`config.mk`:
```
export PLATFORM = sky130hd
export DESIGN_NAME = bitmap_first_fit_unit_allocator
export DESIGN_NICKNAME = d
export VERILOG_FILES = /design/src/bffa_pkg.sv /design/src/bffa_ram.sv /design/src/bffa_cdiv.sv /design/src/bitmap_first_fit_unit_allocator.sv
export SDC_FILE = /design/constraint.sdc
export NUM_CORES = 2
export LEC_CHECK = 0
export ABC_AREA = 1
export BUFFER_PORTS_ARGS = -buffer_cell sky130_fd_sc_hd__clkbuf_2
export CAP_MARGIN = 20
export CORE_MARGIN = 2
export CORE_UTILIZATION = 52
export DETAILED_ROUTE_END_ITERATION = 6
export HOLD_SLACK_MARGIN = 0.08
export PLACE_DENSITY = 0.72
export REMOVE_ABC_BUFFERS = 1
export SETUP_SLACK_MARGIN = 0.5
export SLEW_MARGIN = 0
export SYNTH_ARGS = -nofsm -noshare
export SYNTH_HDL_FRONTEND = slang
export SYNTH_HIERARCHICAL = 1
export SYNTH_SLANG_ARGS = --single-unit
```
`constraint.sdc`:
```
create_clock -name clk -period 26.3 [get_ports clk]
set_clock_uncertainty 0.05 [all_clocks]
set_input_delay 1.315 -clock clk [delete_from_list [all_inputs] [get_ports clk]]
set_output_delay 1.315 -clock clk [all_outputs]
set_load 0.01 [all_outputs]
```
`src/bffa_pkg.sv`:
```
// Package for the bitmap first-fit unit allocator.
// Holds field widths, parameter defaults and status/action codes.
// No dependencies.
package bffa_pkg;

    // Field widths
    localparam int ADDR_W   = 32;
    localparam int SIZE_W   = 17;
    localparam int STATUS_W = 2;
    localparam int MAP_W    = 8;

    // Parameter defaults
    localparam int UNIT_BYTES_DEF = 64;
    localparam int NUM_UNITS_DEF  = 1024;

    // Result status codes
    localparam logic [STATUS_W-1:0] ST_OK        = 2'd0;
    localparam logic [STATUS_W-1:0] ST_NO_SPACE  = 2'd1;
    localparam logic [STATUS_W-1:0] ST_OUT_BLOCK = 2'd2;
    localparam logic [STATUS_W-1:0] ST_ZERO_SIZE = 2'd3;

    // Action codes
    localparam logic ACT_ALLOC = 1'b0;
    localparam logic ACT_FREE  = 1'b1;

endpackage

```
`src/bffa_ram.sv`:
```
// Generic simple dual-port RAM: one write port, one read port, registered read.
// No dependencies.
module bffa_ram #(
    parameter int WIDTH = 8,
    parameter int DEPTH = 128,
    parameter int AW    = (DEPTH > 1) ? $clog2(DEPTH) : 1
) (
    input  logic             clk,
    input  logic             we,
    input  logic [AW-1:0]    waddr,
    input  logic [WIDTH-1:0] wdata,
    input  logic             re,
    input  logic [AW-1:0]    raddr,
    output logic [WIDTH-1:0] rdata
);

    logic [WIDTH-1:0] mem [DEPTH];

    // Write port
    always_ff @(posedge clk)
    begin
        if (we)
        begin
            mem[waddr] <= wdata;
        end
    end

    // Registered read port
    always_ff @(posedge clk)
    begin
        if (re)
        begin
            rdata <= mem[raddr];
        end
    end

endmodule

```
`src/bffa_cdiv.sv`:
```
// Divide by the unit size for the bitmap first-fit allocator; quotient and done are registered.
// Depends on bffa_pkg for the default dividend width; the divisor must be a power of two.
module bffa_cdiv
    import bffa_pkg::*;
#(
    parameter int DIVISOR = UNIT_BYTES_DEF,
    parameter int WIDTH   = ADDR_W
) (
    input  logic             clk,
    input  logic             rst_n,
    input  logic             start,
    input  logic [WIDTH-1:0] dividend,
    output logic             done,
    output logic [WIDTH-1:0] quotient
);

    // Unit size is a power of two, so the quotient is a right shift
    localparam int SHIFT = $clog2(DIVISOR);

    logic [WIDTH-1:0] quo_reg, quo_next;
    logic             done_reg, done_next;

    // Capture the shifted dividend on start
    always_comb
    begin
        quo_next  = quo_reg;
        done_next = start;
        if (start)
        begin
            quo_next = dividend >> SHIFT;
        end
    end

    // Done flag
    always_ff @(posedge clk or negedge rst_n)
    begin
        if (!rst_n)
        begin
            done_reg <= 1'b0;
        end
        else
        begin
            done_reg <= done_next;
        end
    end

    // Datapath, no reset
    always_ff @(posedge clk)
    begin
        quo_reg <= quo_next;
    end

    assign done     = done_reg;
    assign quotient = quo_reg;

endmodule

```
`src/bitmap_first_fit_unit_allocator.sv`:
```
// Top level of the bitmap first-fit unit allocator: sequencer around the used-bit map.
// Depends on bffa_pkg, bffa_ram (used-bit map) and bffa_cdiv (divide by unit size).
//
//  channel   direction  handshake            payload
//  cfg       in         cfg_valid/cfg_ready  cfg_data (block_base)
//  in        in         in_valid/in_stall    action, size_bytes, address
//  out       out        out_valid/out_stall  status, address_out, block_empty
//
//  Reset runs a clearing pass over all ceil(NUM_UNITS/8) map words, in_stall held high.
//  UNIT_BYTES is a power of two, so each divide by the unit size is a registered shift.
//  Zero size goes straight to the response; a range error or an oversized allocate ends
//  after the check; a free reads, then writes each cleared word; an allocate scans map words
//  up to and including the fit, then reads, then writes each marked word.
//  One transaction in flight; a finished result waits in the output register under out_stall
//  while the next transaction is accepted.
module bitmap_first_fit_unit_allocator
    import bffa_pkg::*;
#(
    parameter int UNIT_BYTES = UNIT_BYTES_DEF,
    parameter int NUM_UNITS  = NUM_UNITS_DEF
) (
    input  logic                clk,
    input  logic                rst_n,
    // configuration write
    input  logic                cfg_valid,
    output logic                cfg_ready,
    input  logic [ADDR_W-1:0]   cfg_data,
    // request
    input  logic                in_valid,
    output logic                in_stall,
    input  logic                action,
    input  logic [SIZE_W-1:0]   size_bytes,
    input  logic [ADDR_W-1:0]   address,
    // result
    output logic                out_valid,
    input  logic                out_stall,
    output logic [STATUS_W-1:0] status,
    output logic [ADDR_W-1:0]   address_out,
    output logic                block_empty
);

    localparam int DEPTH     = (NUM_UNITS + MAP_W - 1) / MAP_W;
    localparam int WORD_W    = (DEPTH > 1) ? $clog2(DEPTH) : 1;
    localparam int UIDX_W    = WORD_W + 3;
    localparam int CNT_W     = $clog2(NUM_UNITS + 1);
    localparam int MAX_UNITS = ((1 << SIZE_W) - 1 + UNIT_BYTES - 1) / UNIT_BYTES;
    localparam int UNITS_W   = $clog2(MAX_UNITS + 1);
    localparam int CMP_W     = ((UNITS_W > CNT_W) ? UNITS_W : CNT_W) + 1;
    localparam int OFF_W     = ADDR_W + 2;
    localparam int SPAN      = NUM_UNITS * UNIT_BYTES;
    localparam logic [WORD_W-1:0] LAST_WORD = WORD_W'(DEPTH - 1);

    typedef enum logic [8:0] {
        S_CLEAR     = 9'b000000001,
        S_IDLE      = 9'b000000010,
        S_DIV_UNITS = 9'b000000100,
        S_CHECK     = 9'b000001000,
        S_SCAN      = 9'b000010000,
        S_DIV_FIRST = 9'b000100000,
        S_MARK_RD   = 9'b001000000,
        S_MARK_WR   = 9'b010000000,
        S_RESP      = 9'b100000000
    } state_t;

    state_t                state_reg, state_next;
    logic [WORD_W-1:0]     word_reg, word_next;
    logic [CNT_W-1:0]      run_reg, run_next;
    logic [CNT_W-1:0]      start_reg, start_next;
    logic [CNT_W-1:0]      lo_reg, lo_next;
    logic [CNT_W-1:0]      hi_reg, hi_next;
    logic [CNT_W-1:0]      used_count_reg, used_count_next;
    logic [UNITS_W-1:0]    units_reg, units_next;
    logic                  action_reg, action_next;
    logic [ADDR_W-1:0]     addr_in_reg, addr_in_next;
    logic [ADDR_W-1:0]     base_reg;
    logic [STATUS_W-1:0]   res_status_reg, res_status_next;
    logic [ADDR_W-1:0]     res_addr_reg, res_addr_next;
    logic                  out_valid_reg, out_valid_next;
    logic [STATUS_W-1:0]   status_reg, status_next;
    logic [ADDR_W-1:0]     address_out_reg, address_out_next;
    logic                  block_empty_reg, block_empty_next;

    logic                  ram_we, ram_re;
    logic [WORD_W-1:0]     ram_waddr, ram_raddr;
    logic [MAP_W-1:0]      ram_wdata, ram_rdata;
    logic                  cdiv_start, cdiv_done;
    logic [ADDR_W-1:0]     cdiv_dividend, cdiv_quotient;

    logic [ADDR_W:0]       off_ext;
    logic [OFF_W-1:0]      end_off;
    logic                  out_of_block;
    logic                  units_big;
    logic [MAP_W-1:0]      mark_mask;
    logic [WORD_W-1:0]     mark_last;
    logic [ADDR_W-1:0]     alloc_addr;

    function automatic logic [3:0] pop8(input logic [MAP_W-1:0] v);
        logic [3:0] n;
        n = '0;
        for (int k = 0; k < MAP_W; k++)
        begin
            n = n + 4'(v[k]);
        end
        return n;
    endfunction

    // Used-bit map, one bit per unit, eight units per word
    bffa_ram #(
        .WIDTH (MAP_W),
        .DEPTH (DEPTH),
        .AW    (WORD_W)
    ) u_map (
        .clk   (clk),
        .we    (ram_we),
        .waddr (ram_waddr),
        .wdata (ram_wdata),
        .re    (ram_re),
        .raddr (ram_raddr),
        .rdata (ram_rdata)
    );

    // Divide by the unit size: unit count and first unit of a free
    bffa_cdiv #(
        .DIVISOR (UNIT_BYTES),
        .WIDTH   (ADDR_W)
    ) u_cdiv (
        .clk      (clk),
        .rst_n    (rst_n),
        .start    (cdiv_start),
        .dividend (cdiv_dividend),
        .done     (cdiv_done),
        .quotient (cdiv_quotient)
    );

    // Range checks
    assign off_ext      = {1'b0, addr_in_reg} - {1'b0, base_reg};
    assign end_off      = OFF_W'(off_ext[ADDR_W-1:0])
                        + OFF_W'(units_reg) * OFF_W'(UNIT_BYTES);
    assign out_of_block = off_ext[ADDR_W] || (end_off > OFF_W'(SPAN));
    assign units_big    = (CMP_W'(units_reg) > CMP_W'(NUM_UNITS));

    // Bits of the current word that fall inside [lo, hi)
    always_comb
    begin
        logic [UIDX_W:0] u_m;
        for (int j = 0; j < MAP_W; j++)
        begin
            u_m = {1'b0, word_reg, 3'(j)};
            mark_mask[j] = (u_m >= (UIDX_W+1)'(lo_reg)) && (u_m < (UIDX_W+1)'(hi_reg));
        end
    end

    assign mark_last  = WORD_W'((hi_reg - CNT_W'(1)) >> 3);
    assign alloc_addr = base_reg + ADDR_W'(lo_reg) * ADDR_W'(UNIT_BYTES);

    // Sequencer
    always_comb
    begin
        logic [CNT_W-1:0] run_v;
        logic [CNT_W-1:0] start_v;
        logic             found_v;
        logic [UIDX_W:0]  u_v;

        state_next       = state_reg;
        word_next        = word_reg;
        run_next         = run_reg;
        start_next       = start_reg;
        lo_next          = lo_reg;
        hi_next          = hi_reg;
        used_count_next  = used_count_reg;
        units_next       = units_reg;
        action_next      = action_reg;
        addr_in_next     = addr_in_reg;
        res_status_next  = res_status_reg;
        res_addr_next    = res_addr_reg;
        out_valid_next   = out_valid_reg && out_stall;
        status_next      = status_reg;
        address_out_next = address_out_reg;
        block_empty_next = block_empty_reg;
        ram_we           = 1'b0;
        ram_waddr        = word_reg;
        ram_wdata        = '0;
        ram_re           = 1'b0;
        ram_raddr        = word_reg;
        cdiv_start       = 1'b0;
        cdiv_dividend    = '0;

        // Walk the eight bits of the word on the read port, first fit wins
        run_v   = run_reg;
        start_v = start_reg;
        found_v = 1'b0;
        for (int i = 0; i < MAP_W; i++)
        begin
            u_v = {1'b0, word_reg, 3'(i)};
            if (!found_v && (u_v < (UIDX_W+1)'(NUM_UNITS)))
            begin
                if (ram_rdata[i])
                begin
                    run_v   = '0;
                    start_v = CNT_W'(u_v + (UIDX_W+1)'(1));
                end
                else
                begin
                    run_v = run_v + CNT_W'(1);
                    if (CMP_W'(run_v) >= CMP_W'(units_reg))
                    begin
                        found_v = 1'b1;
                    end
                end
            end
        end

        case (state_reg)
            S_CLEAR:
            begin
                ram_we    = 1'b1;
                ram_waddr = word_reg;
                ram_wdata = '0;
                if (word_reg == LAST_WORD)
                begin
                    state_next = S_IDLE;
                end
                else
                begin
                    word_next = word_reg + WORD_W'(1);
                end
            end

            S_IDLE:
            begin
                if (in_valid)
                begin
                    action_next  = action;
                    addr_in_next = address;
                    if (size_bytes == '0)
                    begin
                        res_status_next = ST_ZERO_SIZE;
                        res_addr_next   = '0;
                        state_next      = S_RESP;
                    end
                    else
                    begin
                        cdiv_start    = 1'b1;
                        cdiv_dividend = ADDR_W'(size_bytes) + ADDR_W'(UNIT_BYTES - 1);
                        state_next    = S_DIV_UNITS;
                    end
                end
            end

            S_DIV_UNITS:
            begin
                if (cdiv_done)
                begin
                    units_next = cdiv_quotient[UNITS_W-1:0];
                    state_next = S_CHECK;
                end
            end

            S_CHECK:
            begin
                if (action_reg == ACT_ALLOC)
                begin
                    if (units_big)
                    begin
                        res_status_next = ST_NO_SPACE;
                        res_addr_next   = '0;
                        state_next      = S_RESP;
                    end
                    else
                    begin
                        ram_re     = 1'b1;
                        ram_raddr  = '0;
                        word_next  = '0;
                        run_next   = '0;
                        start_next = '0;
                        state_next = S_SCAN;
                    end
                end
                else if (out_of_block)
                begin
                    res_status_next = ST_OUT_BLOCK;
                    res_addr_next   = '0;
                    state_next      = S_RESP;
                end
                else
                begin
                    cdiv_start    = 1'b1;
                    cdiv_dividend = off_ext[ADDR_W-1:0];
                    state_next    = S_DIV_FIRST;
                end
            end

            S_SCAN:
            begin
                if (found_v)
                begin
                    lo_next    = start_v;
                    hi_next    = start_v + CNT_W'(units_reg);
                    word_next  = WORD_W'(start_v >> 3);
                    state_next = S_MARK_RD;
                end
                else if (word_reg == LAST_WORD)
                begin
                    res_status_next = ST_NO_SPACE;
                    res_addr_next   = '0;
                    state_next      = S_RESP;
                end
                else
                begin
                    // Fetch the next word while this one is evaluated
                    ram_re     = 1'b1;
                    ram_raddr  = word_reg + WORD_W'(1);
                    word_next  = word_reg + WORD_W'(1);
                    run_next   = run_v;
                    start_next = start_v;
                end
            end

            S_DIV_FIRST:
            begin
                if (cdiv_done)
                begin
                    lo_next    = CNT_W'(cdiv_quotient);
                    hi_next    = CNT_W'(cdiv_quotient) + CNT_W'(units_reg);
                    word_next  = WORD_W'(CNT_W'(cdiv_quotient) >> 3);
                    state_next = S_MARK_RD;
                end
            end

            S_MARK_RD:
            begin
                ram_re     = 1'b1;
                ram_raddr  = word_reg;
                state_next = S_MARK_WR;
            end

            S_MARK_WR:
            begin
                // Modify and write back; count only bits that really change
                ram_we    = 1'b1;
                ram_waddr = word_reg;
                if (action_reg == ACT_ALLOC)
                begin
                    ram_wdata       = ram_rdata | mark_mask;
                    used_count_next = used_count_reg + CNT_W'(pop8(mark_mask));
                end
                else
                begin
                    ram_wdata       = ram_rdata & ~mark_mask;
                    used_count_next = used_count_reg - CNT_W'(pop8(ram_rdata & mark_mask));
                end
                if (word_reg == mark_last)
                begin
                    res_status_next = ST_OK;
                    res_addr_next   = (action_reg == ACT_ALLOC) ? alloc_addr : '0;
                    state_next      = S_RESP;
                end
                else
                begin
                    word_next  = word_reg + WORD_W'(1);
                    state_next = S_MARK_RD;
                end
            end

            S_RESP:
            begin
                // Load the output register once it is free
                if (!out_valid_reg || !out_stall)
                begin
                    out_valid_next   = 1'b1;
                    status_next      = res_status_reg;
                    address_out_next = res_addr_reg;
                    block_empty_next = (used_count_reg == '0);
                    state_next       = S_IDLE;
                end
            end

            default:
            begin
                state_next = S_IDLE;
            end
        endcase
    end

    // Control registers
    always_ff @(posedge clk or negedge rst_n)
    begin
        if (!rst_n)
        begin
            state_reg      <= S_CLEAR;
            word_reg       <= '0;
            used_count_reg <= '0;
            base_reg       <= '0;
            out_valid_reg  <= 1'b0;
        end
        else
        begin
            state_reg      <= state_next;
            word_reg       <= word_next;
            used_count_reg <= used_count_next;
            out_valid_reg  <= out_valid_next;
            if (cfg_valid && cfg_ready)
            begin
                base_reg <= cfg_data;
            end
        end
    end

    // Payload registers
    always_ff @(posedge clk)
    begin
        run_reg         <= run_next;
        start_reg       <= start_next;
        lo_reg          <= lo_next;
        hi_reg          <= hi_next;
        units_reg       <= units_next;
        action_reg      <= action_next;
        addr_in_reg     <= addr_in_next;
        res_status_reg  <= res_status_next;
        res_addr_reg    <= res_addr_next;
        status_reg      <= status_next;
        address_out_reg <= address_out_next;
        block_empty_reg <= block_empty_next;
    end

    assign cfg_ready   = 1'b1;
    assign in_stall    = (state_reg != S_IDLE);
    assign out_valid   = out_valid_reg;
    assign status      = status_reg;
    assign address_out = address_out_reg;
    assign block_empty = block_empty_reg;

    // Map never read and written at the same word in one cycle
    a_no_rw_overlap: assert property (@(posedge clk) disable iff (!rst_n)
        (ram_we && ram_re) |-> (ram_waddr != ram_raddr))
        else $error("map read and write collide on one word");

    // Used count never exceeds the unit count
    a_count_bound: assert property (@(posedge clk) disable iff (!rst_n)
        used_count_reg <= CNT_W'(NUM_UNITS))
        else $error("used count above unit count");

    // An accepted transaction closes the input
    a_accept_busy: assert property (@(posedge clk) disable iff (!rst_n)
        (in_valid && !in_stall) |=> in_stall)
        else $error("input still open after accept");

    // Divider finishes only while the sequencer waits for it
    a_div_wait: assert property (@(posedge clk) disable iff (!rst_n)
        cdiv_done |-> (state_reg == S_DIV_UNITS || state_reg == S_DIV_FIRST))
        else $error("divider result with nobody waiting");

    // A pending result waits while the output register is held
    a_resp_hold: assert property (@(posedge clk) disable iff (!rst_n)
        (state_reg == S_RESP && out_valid_reg && out_stall) |=> (state_reg == S_RESP))
        else $error("result dropped under stall");

endmodule

```
==> flow_summary.toml <==
[status]
status = "finished with violations"
violations = "design-rule violations"

[floorplanning]
die_area_um2 = 121600
core_area_um2 = 117900
io_pins = 125
die_h_um = 348.7
row_count = 126
die_x_um = 348.7
initial_core_util = 0.5240

[critical_path]
worstSetupPathType = "flop to flop"
crit_top_cell = "nand2_1"
cp.required_ps = 26840
end_kind = "flop"
arrival_ps = 18450
slowest_stage = "buf_4"
cpPeakStageDelay_ps = 920
cp_max_fo = 251
worstSetupStartpointType = "flop"

[clock_tree]
hold_buffers = 0
cts_tree = "done"
cts_sinks = 1263
clkTransAtPathRegs_ps = 60
cts_buffers = 121
cts_root_buffer = "clkbuf_16"
postCtsSetupBuffers = 0
cts.path.max_buffers = 3
postCtsResizedCells = 0
htreeDepth = 3
clk_latency_ps = 760

[routing]
drt_first_pass_iters = 7
drt_iter0_markers = 4872
drcViolationCount = 4
wl_per_cell_um = 20.75
vias = 45580
antenna_left = 0
routed_wl_um = 163400
vias_per_cell = 5.789

[sta]
hold_ws_ps = 365.0
rsz0062_at_grt = "no"
slew_viol_final = 0
slew_headroom = 0.2539
max_freq_mhz = 55.83
setup_viol = 0
hold_viol = 0
setup_ws_ps = 8389
period_minus_slack_ps = 17910
min_period_over_period = 0.6810
worstMarginPinSlew_ps = 1119

[final_layout]
drive_above_1_share = 0.07765
final_nets = 6527
fin_util = 0.5719
largest_reg_flops = 1024
syn_to_final_growth_pct = 9.140
largest-register = "u_map/mem"

[run]
drv_cap = 0

[grt]
grt_max_degree = 252
antenna_found_initial = 2
track_usage = 0.2648
grt_overflow = 0
grt_pass1_wl_um = 250100
grt_pass1_vias = 43630

[pwr]
power.switching_w = 0.002248
seq_power_share = 0.382
p_leak_nw = 25.82
comb_power_share = 0.334
p_int_w = 0.003775
ir_drop_mv = 0.08474
switching_share = 0.3733
power_w = 0.006023
p_clk_frac = 0.284
powerDensity_nw_per_um2 = 89.31

[yosys]
syn_avg_cell_area_um2 = 9.973
syn_area_um2 = 61790
ys_warn_count = 6
syn_inst = 6196

[place]
dpl.hpwl_um = 101400
io_buffers = 123
gp_congestion = 0.9101
post-place-ws_ps = 8796

[worst_hold_path]
hp-class = "flop to flop"
## cell type report
type                    count  area (µm²)
inverters                 478        1823
flip-flops and latches   1263       37620
fillers                  9775       50480
repair buffers            183        1169
diodes                      1       2.502
clock buffers             154        3192
clock inverters            73       710.7
multi-input cells        4185       21000
well taps                1536        1922
## per-layer routing
| layer | global-route usage | part of all wire | vias to the layer above |
|---|---|---|---|
| met3 | 0.04274 | 0.088 | 372 |
| met1 | 0.3561 | 0.40 | 21771 |
| met4 | 0.09773 | 0.037 | 0 |
| met2 | 0.4355 | 0.47 | 2096 |
| li1 | - | - | 21341 |
| met5 | 0 | 0 | - |
## worst paths after layout
check	startpoint	end	slack, ps	cells after the start
worst max-delay path	u_map/rdata[0]	u_map/rdata[1]	8390	94
worst min-delay path	res_addr_reg[18]	address_out[18]	360	0
worst max register to register	u_map/rdata[0]	u_map/rdata[1]	8390	94
worst min register to register	res_addr_reg[18]	address_out[18]	360	0
max in group asynchronous	rst_n	ram_waddr[5]	24820	2
min in group asynchronous	rst_n	base_reg[2]	720	2
## layout by cell type (no fill, tap or decap), drive strengths merged, types with 66 or more instances in the layout
cell type and n:
ha 191, nand2 1857, nand3 1089, edfxtp 1202, inv 473, nor2 385, xor2 66, clkbuf 276
clkinv 66, o21ai 162, a21oi 179
## per-stage QoR
stage          setup TNS [ps]  instances  instance area, µm²
2_1_floorplan          -38550       5926               60280
4_1_cts                     0       7871               67420
6_report                    0       7873               67440
5_1_grt                     0       7873               67440
3_3_place_gp                0       7641               63440
3_5_place_dp                0       7644               63520
## power by group through the flow
stage                     logic (W)  registers, W  clock network, W
after floorplan             0.00209       0.00233                 0
after global placement      0.00194       0.00234                 0
after detailed placement    0.00197       0.00234                 0
after CTS                   0.00198       0.00230           0.00173
after global routing        0.00223       0.00231           0.00180
final                       0.00201       0.00230           0.00171
## worst max-delay path, delay by kind of cell, from the launching register on
family | cells | cell delay (ps)
flops | 1 | 730
simple gates | 56 | 7500
xor+xnor | 1 | 150
compound gates | 13 | 2430
buf+inv | 16 | 4650
fa+ha+maj | 8 | 2000
No activity file was read; power rests on OpenSTA's default activity.
